--- config.mk ---
export PLATFORM = sky130hd
export DESIGN_NAME = stable_priority_queue
export DESIGN_NICKNAME = d
export VERILOG_FILES = /design/src/rtl/core/spq_pkg.sv /design/src/rtl/core/stable_priority_queue.sv /design/src/rtl/core/spq_cell.sv
export SDC_FILE = /design/constraint.sdc
export NUM_CORES = 1
export LEC_CHECK = 0
export BUFFER_PORTS_ARGS = -buffer_cell sky130_fd_sc_hd__buf_2
export CORE_ASPECT_RATIO = 0.75
export CORE_UTILIZATION = 60
export DETAILED_ROUTE_END_ITERATION = 7
export PLACE_DENSITY_LB_ADDON = 0.3
export SYNTH_ARGS = -nofsm -noshare
export SYNTH_HDL_FRONTEND = slang
export SYNTH_SLANG_ARGS = --single-unit
--- constraint.sdc ---
create_clock -name clk -period 6.6 [get_ports clk]
set_input_delay 0.33 -clock clk [delete_from_list [all_inputs] [get_ports clk]]
set_output_delay 0.33 -clock clk [all_outputs]
set_load 0.02 [all_outputs]
--- src/rtl/core/spq_pkg.sv ---
// Package for the stable priority queue: codes, payload types, defaults.
package spq_pkg;

    localparam int DEPTH_DEF = 16;
    localparam int PRIO_BITS = 8;
    localparam int ID_BITS   = 16;

    typedef enum logic {
        CMD_ENQ = 1'b0,
        CMD_DEQ = 1'b1
    } cmd_t;

    typedef enum logic [1:0] {
        ST_OK    = 2'd0,
        ST_EMPTY = 2'd1,
        ST_FULL  = 2'd2
    } status_t;

    typedef struct packed {
        cmd_t                 cmd;
        logic [PRIO_BITS-1:0] priority_req;
        logic [ID_BITS-1:0]   job_id;
    } req_t;

    typedef struct packed {
        status_t              status;
        logic [PRIO_BITS-1:0] out_priority;
        logic [ID_BITS-1:0]   out_job_id;
        logic                 now_empty;
    } rsp_t;

    // One stored entry.
    typedef struct packed {
        logic [PRIO_BITS-1:0] prio;
        logic [ID_BITS-1:0]   id;
    } entry_t;

    // Per-cycle operation broadcast to every cell.
    typedef struct packed {
        logic   enq;
        logic   deq;
        entry_t ins;
    } cell_op_t;

endpackage

--- src/rtl/core/stable_priority_queue.sv ---
// Top level of the stable priority queue: a sorted row of cells.
//
//  channel   | ports                 | handshake
//  ----------+-----------------------+---------------------------------------
//  command   | start, busy, request  | transaction taken when start && !busy
//  result    | done, result          | one-cycle strobe, cannot be held off
//
// Every command is handled without waiting: the cell row inserts or shifts
// in the accept cycle and the result appears on the next cycle with done.
// busy stays low, so a new transaction may be issued every cycle.
// Reset clears the entry count and the result strobe; cell contents are
// not reset and are only read below the count.
// The receiver cannot stall: a result is present for exactly one cycle.
module stable_priority_queue #(
    parameter int DEPTH = spq_pkg::DEPTH_DEF
) (
    input  logic          clk,
    input  logic          rst_n,
    input  logic          start,
    output logic          busy,
    input  spq_pkg::req_t request,
    output logic          done,
    output spq_pkg::rsp_t result
);

    localparam int CNT_W = $clog2(DEPTH + 1);

    logic [CNT_W-1:0] count_reg;
    logic [CNT_W-1:0] count_next;
    logic             done_reg;
    logic             done_next;
    spq_pkg::rsp_t    result_reg;
    spq_pkg::rsp_t    result_next;

    logic              accept;
    logic              full;
    logic              empty;
    spq_pkg::cell_op_t op;

    // Chain wiring, one entry per cell; both ends are tied off in the loop.
    logic            gt   [DEPTH];
    spq_pkg::entry_t data [DEPTH];

    assign busy   = 1'b0;
    assign accept = start && !busy;
    assign full   = (count_reg == CNT_W'(DEPTH));
    assign empty  = (count_reg == '0);

    // Operation broadcast; refused commands leave the row untouched.
    always_comb
    begin
        op.enq      = accept && (request.cmd == spq_pkg::CMD_ENQ) && !full;
        op.deq      = accept && (request.cmd == spq_pkg::CMD_DEQ) && !empty;
        op.ins.prio = request.priority_req;
        op.ins.id   = request.job_id;
    end

    genvar i;
    generate
        for (i = 0; i < DEPTH; i++)
        begin : g_cell
            logic            c_valid;
            logic            c_left_gt;
            spq_pkg::entry_t c_left;
            spq_pkg::entry_t c_right;

            assign c_valid = (count_reg > CNT_W'(i));

            if (i == 0)
            begin : g_head
                assign c_left_gt = 1'b0;
                assign c_left    = '0;
            end
            else
            begin : g_mid
                assign c_left_gt = gt[i-1];
                assign c_left    = data[i-1];
            end

            if (i == DEPTH - 1)
            begin : g_tail
                assign c_right = '0;
            end
            else
            begin : g_body
                assign c_right = data[i+1];
            end

            spq_cell u_cell (
                .clk        (clk),
                .op         (op),
                .valid      (c_valid),
                .left_gt    (c_left_gt),
                .left_data  (c_left),
                .right_data (c_right),
                .gt         (gt[i]),
                .data       (data[i])
            );
        end
    endgenerate

    // Count and result for the accepted transaction.
    always_comb
    begin
        count_next  = count_reg;
        done_next   = accept;
        result_next = result_reg;
        if (accept)
        begin
            result_next.out_priority = '0;
            result_next.out_job_id   = '0;
            case (request.cmd)
                spq_pkg::CMD_ENQ:
                begin
                    if (full)
                    begin
                        result_next.status = spq_pkg::ST_FULL;
                    end
                    else
                    begin
                        result_next.status = spq_pkg::ST_OK;
                        count_next         = count_reg + CNT_W'(1);
                    end
                end
                spq_pkg::CMD_DEQ:
                begin
                    if (empty)
                    begin
                        result_next.status = spq_pkg::ST_EMPTY;
                    end
                    else
                    begin
                        // Head cell holds the lowest, oldest entry.
                        result_next.status       = spq_pkg::ST_OK;
                        result_next.out_priority = data[0].prio;
                        result_next.out_job_id   = data[0].id;
                        count_next               = count_reg - CNT_W'(1);
                    end
                end
                default:
                begin
                    result_next.status = spq_pkg::ST_OK;
                end
            endcase
            result_next.now_empty = (count_next == '0);
        end
    end

    always_ff @(posedge clk or negedge rst_n)
    begin
        if (!rst_n)
        begin
            count_reg <= '0;
            done_reg  <= 1'b0;
        end
        else
        begin
            count_reg <= count_next;
            done_reg  <= done_next;
        end
    end

    always_ff @(posedge clk)
    begin
        result_reg <= result_next;
    end

    assign done   = done_reg;
    assign result = result_reg;

endmodule

--- src/rtl/core/spq_cell.sv ---
// One queue cell: holds an entry, inserts or shifts with its neighbors.
module spq_cell (
    input  logic              clk,
    input  spq_pkg::cell_op_t op,
    input  logic              valid,
    input  logic              left_gt,
    input  spq_pkg::entry_t   left_data,
    input  spq_pkg::entry_t   right_data,
    output logic              gt,
    output spq_pkg::entry_t   data
);

    spq_pkg::entry_t data_reg;
    spq_pkg::entry_t data_next;

    // Empty cells and cells holding a strictly larger priority give way,
    // so an equal priority lands behind the stored ones.
    assign gt   = !valid || (data_reg.prio > op.ins.prio);
    assign data = data_reg;

    always_comb
    begin
        data_next = data_reg;
        if (op.enq && gt)
        begin
            data_next = left_gt ? left_data : op.ins;
        end
        else if (op.deq)
        begin
            data_next = right_data;
        end
    end

    always_ff @(posedge clk)
    begin
        data_reg <= data_next;
    end

endmodule
Word-level counts from Yosys, hierarchy flattened
Index checks and enable logic that the tools add are counted.
Word-level totals
  register bits after elaboration: 417
Cells by class
  add/sub/neg operators: 2
  reduce and logical (&&, ||, !) cells: 73
  equal/unequal tests: 1
  bitwise operators: 1
  magnitude comparators: 32
  multiplexer cells: 54
Operators with widths (number)
  24-bit 2-to-1 mux: 47
  8-bit greater-than comparator: 16
  5-bit by 4-bit greater-than comparator with 1-bit output, second input constant: 8
  2-bit nonzero test: 16
  5-bit by 3-bit greater-than comparator with 1-bit output, second input constant: 4
  1-bit logical AND: 20
  1-bit logical NOT: 18
  1-bit logical OR: 16
  5-bit 2-to-1 mux: 3
  5-bit by 1-bit greater-than comparator with 1-bit output, second input constant: 2
  5-bit by 2-bit greater-than comparator with 1-bit output, second input constant: 2
  5-bit logical NOT: 2
  5-bit one-hot mux with 2 select lines: 1
  5-bit by 1-bit adder with 5-bit output, second input constant: 1
  5-bit == test, second input constant: 1
  5-bit by 1-bit subtractor with 5-bit output, second input constant: 1
  2-bit one-hot mux with 2 select lines: 1
  2-bit 2-to-1 mux: 1
  2-bit OR reduction: 1
  1-bit 2-to-1 mux: 1
  1-bit inverter: 1

Longest topological paths before layout
  depth after elaboration: 5
  mapped depth: 11

Hierarchy
Synthesis repeated with hierarchy kept, for this count alone.
Second synthesis, totals
  cells, all modules: 2044
  area total of the unflattened synthesis: 27498.9 µm²
Modules (own cells, without submodules)
  spq_cell: area an instance 1609.0 µm², instances 16, cells each 118
  stable_priority_queue: area an instance 1754.2 µm², instances 1, cells each 156

Worst setup path after synthesis
Ideal clock, no wire load.
  path kind: input -> register
  start: input request[17] in the netlist's numbering
  end: register g_cell[3].u_cell.data_reg, in the netlist g_cell[3].u_cell.data[0], enable pin
  required time: 6219 ps
  path slack: 3441 ps
  buffers on the path: 2
  stages: 9
  setup time: 381 ps
  data arrival time: 2778 ps
  cells stage by stage: inv_1 -> ha_1 -> nand4_1 -> or3b_2 -> a21oi_1 -> o31ai_2 -> buf_2 -> buf_2 -> nand2_1
On the way
  longest elaborated chain between the ends: 4
RTL lines
  from (decl): line stable_priority_queue.sv:21  | input spq_pkg::req_t request,
  8-bit greater-than comparator: line spq_cell.sv:18  | assign gt = !valid || (data_reg.prio > op.ins.prio);
  1-bit logical OR: line spq_cell.sv:18
  1-bit logical AND: line spq_cell.sv:24  | if (op.enq && gt)
  2-bit nonzero test (no source line)
  to (signal assigned): line spq_cell.sv:36  | data_reg <= data_next;
  to (decl): line spq_cell.sv:13  | spq_pkg::entry_t data_reg;
Every way passes these cells.
A chain may end at the register's enable or synchronous reset.

Worst setup path in the final report
  start: register count_reg[0]
  end: register g_cell[15].u_cell.data_reg, in the netlist g_cell[15].u_cell.data[12], enable pin
On the way
  longest elaborated chain between the ends: 5
  elaborated cells between the ends (all ways): 11
RTL lines
  from (decl): line stable_priority_queue.sv:28  | logic [CNT_W-1:0] count_reg;
  from (signal assigned): line stable_priority_queue.sv:158  | count_reg <= count_next;
  5-bit by 4-bit greater-than comparator with 1-bit output or 5-bit == test (tied branches): line stable_priority_queue.sv:67, stable_priority_queue.sv:46
  1-bit logical NOT, on equally long branches: line spq_cell.sv:18, stable_priority_queue.sv:52
  1-bit logical OR or 1-bit logical AND (tied branches): line spq_cell.sv:18, stable_priority_queue.sv:52
  1-bit logical AND: line spq_cell.sv:24
  2-bit nonzero test (no source line) *
  to (signal assigned): line spq_cell.sv:36
  to (decl): line spq_cell.sv:13
Every way passes the cells marked *; elsewhere a longest branch is shown, timed or not.

==> parameters.txt <==
Parameter                              Value

STA
  Setup TNS    0 ns
  # setup viols final    0
  Final Cycle Share    64.05%
  Peak Freq    236.5 MHz
  Final Max Slew Viols    0
  Max_slew headroom    19.68%
  Unrepaired setup endpoints after global routing    no
  Clock Skew    0.02107 ns
  Number of hold violations in the final report    0
  Final worst path period need    4.228 ns
  Worst Tran Pin Value    1.205 ns

Floorplan
  Overall die width    234.2 microns
  Top-level I/O count    57
  Floorplan core area    39650 sq um
  Number of core rows    63
  Die outline area    41250 sq um
  Die Height    176.1 microns
  Initial core utilization    61.18%

GRT
  All-layer global routing usage    29.46%
  GR Overflow Total    0
  Antenna violations before repair    0
  Vias in the first global route    17740
  Global-route wire length before repair    95.97 mm
  Largest net degree at the start of global routing    50

Synthesis
  Number of enable flip-flop cells after synthesis    411
  Ys Warns    0
  Number of nets in the synthesized netlist    2347
  Mean instance size in the synthesized netlist    11.10 sq um
  Post-Syn Area    24260 sq um
  Number of instances in the synthesized netlist    2185
  Fraction of registers with async set/reset    1.439%
  Most common flop cell mapped by yosys    sky130_fd_sc_hd__edfxtp_1
  Post-synthesis cell type count    65
  Register bit total from synthesis    417
  Sequential-to-total area share from yosys stat    51.50%

Route
  Router iterations before antenna repair    7
  Via count of the routed design    17530
  Wirelength per Cell    22.13 microns
  Drc violations    5
  Via-per-instance ratio    6.453
  Iteration-0 DRC Markers    1851
  Detail Route Antenna Nets    0
  Final Routed Wirelength    60.12 mm

Place
  Final weighted congestion in routability-driven placement    0.9005
  Post-DP HPWL    41.87 mm
  Number of I/O port buffers    55
  DP Cell Count    2644

Worst setup path
  Critical path data required time    6.78 ns
  Critical path startpoint category    flop
  R2R Path Start    count_reg[0]
  Worst reg2reg path depth    8
  R2R setup slack    2.37 ns
  WS Path Type    flop to flop
  Highest net fanout along the worst path    25
  Endpoint of the worst-slack reg-to-reg timing path    g_cell[15].u_cell.data[12]
  Nature of the critical path endpoint    flop
  Signal arrival time at the worst endpoint    4.41 ns

Finish
  Leading cell types in the layout, fill and taps excluded    420 x sky130_fd_sc_hd__nand2_1, 411 x sky130_fd_sc_hd__edfxtp_1, 337 x sky130_fd_sc_hd__mux2i_1
  Number of standard cells in the final layout excluding fillers    2717
  Final net count    2331
  Area of all sequential standard cells    12490 sq um
  Largest register FFs    384
  Share of post-route cells with drive strength above 1    9.650%
  Most common cell after layout, fill and taps aside    sky130_fd_sc_hd__nand2_1
  Total area of multi-input combinational cells    11030 sq um
  Area growth from synthesis to final layout    7.664%
  # diodes    0
  Fillers    2980

Power
  Total Power Consumption    10.67 mW
  Ratio of total power to cell area    408.6 nW/um^2
  Static leakage    11.02 nW
  Max rail drop VDD    0.0002576 V

CTS
  Master cell of the clock root buffer    sky130_fd_sc_hd__clkbuf_16
  TritonCTS clock tree    yes
  Sinks on the clock net    417
  Number of CTS-inserted buffers    42
  Skew-Pair Late Insertion Delay    0.57 ns
  CTS H-tree lvls    2
  Clock edge transition at the registers on the reported setup and hold paths    0.06 ns
  Number of buffers between clock root and the deepest sink    3
  Post-CTS setup buffers    0

Status
  Outcome    complete, but fails checks
  Violated checks    design-rule violations

Min path
  Worst Hold Class    input pin to asynchronous set/reset pin

Run
  Number of max-capacitance violations reported    0
through the flow:
stage,utilization [%],instance area (sq um),setup slack (ns),hold WS [ns]
after global routing,65.87,26120,2.147,0.1404
after floorplan,-,24260,3.441,0.03441
after global placement,62.67,24850,2.219,0.1536
after CTS,65.87,26120,2.369,0.1089
after detailed placement,62.67,24850,2.247,0.1566
final,65.87,26120,2.372,0.1184
final cells by class:
| class | instances | area share [%] |
|---|---|---|
| multi-input combinational | 1586 | 42.25 |
| clock buffer | 47 | 4.096 |
| sequential | 417 | 47.83 |
| inverter | 27 | 0.3880 |
| clock inverter | 25 | 0.7330 |
| timing repair buffer | 95 | 2.213 |
| tap | 520 | 2.491 |
report_power, final:
part / leakage, nW / switching [mW] / internal [mW]
clock network: 0.632 / 1.04 / 1.25
registers: 4.04 / 0.490 / 3.90
logic: 6.35 / 2.43 / 1.57
total: 11.0 / 3.96 / 6.71
Yosys cell counts (3+ instances only):
cell type / n / area share (%)
sky130_fd_sc_hd__ha_1: 134 / 6.9
sky130_fd_sc_hd__o21ai_1: 147 / 3.0
sky130_fd_sc_hd__mux2_4: 19 / 1.2
sky130_fd_sc_hd__o21a_1: 12 / 0.37
sky130_fd_sc_hd__nor2_2: 3 / 0.077
sky130_fd_sc_hd__buf_4: 26 / 0.80
sky130_fd_sc_hd__nand2_1: 420 / 6.5
sky130_fd_sc_hd__nand2b_1: 5 / 0.13
sky130_fd_sc_hd__and2_1: 26 / 0.67
sky130_fd_sc_hd__nor3_4: 7 / 0.47
sky130_fd_sc_hd__mux2i_1: 337 / 14
sky130_fd_sc_hd__a21oi_1: 54 / 1.1
sky130_fd_sc_hd__nor3_2: 3 / 0.12
sky130_fd_sc_hd__a21o_1: 9 / 0.28
sky130_fd_sc_hd__a21boi_1: 3 / 0.093
sky130_fd_sc_hd__o21ai_0: 210 / 4.3
sky130_fd_sc_hd__inv_1: 26 / 0.40
sky130_fd_sc_hd__o211ai_1: 16 / 0.50
sky130_fd_sc_hd__mux2_1: 5 / 0.23
sky130_fd_sc_hd__nand3_1: 5 / 0.10
sky130_fd_sc_hd__buf_6: 8 / 0.37
sky130_fd_sc_hd__nor3_1: 3 / 0.062
sky130_fd_sc_hd__o22ai_1: 20 / 0.52
sky130_fd_sc_hd__o31ai_1: 8 / 0.25
sky130_fd_sc_hd__mux2_2: 3 / 0.14
sky130_fd_sc_hd__o32ai_1: 7 / 0.25
sky130_fd_sc_hd__buf_2: 42 / 0.87
sky130_fd_sc_hd__a211oi_1: 6 / 0.19
sky130_fd_sc_hd__dfrtp_1: 6 / 0.62
sky130_fd_sc_hd__nor2b_1: 20 / 0.52
sky130_fd_sc_hd__edfxtp_1: 411 / 51
sky130_fd_sc_hd__and3_1: 25 / 0.64
sky130_fd_sc_hd__clkbuf_1: 78 / 1.2
sky130_fd_sc_hd__nor2_1: 16 / 0.25
sky130_fd_sc_hd__nand4_1: 29 / 0.75
worst max-delay path, stage by stage (launching register included):
cell                       delay (ns)
sky130_fd_sc_hd__dfrtp_1         0.55
sky130_fd_sc_hd__inv_1           0.15
sky130_fd_sc_hd__ha_1            0.29
sky130_fd_sc_hd__nor4bb_4        0.19
sky130_fd_sc_hd__nor3b_4         0.19
sky130_fd_sc_hd__buf_4           0.42
sky130_fd_sc_hd__o41ai_1         0.17
sky130_fd_sc_hd__a21oi_2         0.89
sky130_fd_sc_hd__a21o_1          0.95
cell families after synthesis:
kind of cell / Yosys count / share of synthesized area [%]
AOI/OAI and AO/OA: 510 / 11.55
xor gates and xnor gates: 2 / 0.07222
adders and majority gates: 134 / 6.911
buffers and inverters: 182 / 3.688
DFF: 417 / 51.50
muxes: 364 / 15.45
other: 1 / 0.01546
and+or+nand+nor: 575 / 10.81
layer usage:
metal | GRT usage, % | vias up | part of all wire, %
li1 | - | 8053 | -
met1 | 43.71 | 8654 | 46
met2 | 45.39 | 723 | 44
met3 | 4.360 | 103 | 7.6
met4 | 7.413 | 0 | 2.0
met5 | 0 | - | 0
repair_timing:
action,4_1_cts,5_1_grt
endpoints found under the setup margin,0,0
resized for setup,0,0
hold endpoints to repair,6,0
hold buffers,1,0
how the worst max path moves through the flow:
stage,startpoint,end,slack [ns],cells past startpoint
after detailed placement,request[22],g_cell[0].u_cell.data[9],2.25,10
after CTS,count_reg[0],g_cell[15].u_cell.data[0],2.37,8
after floorplan,request[17],g_cell[3].u_cell.data[0],3.44,9
after global routing,count_reg[0],g_cell[15].u_cell.data[0],2.15,8
final,count_reg[0],g_cell[15].u_cell.data[12],2.37,8
after global placement,request[21],g_cell[0].u_cell.data[7],2.22,10
(Power assumes the default switching activity.)
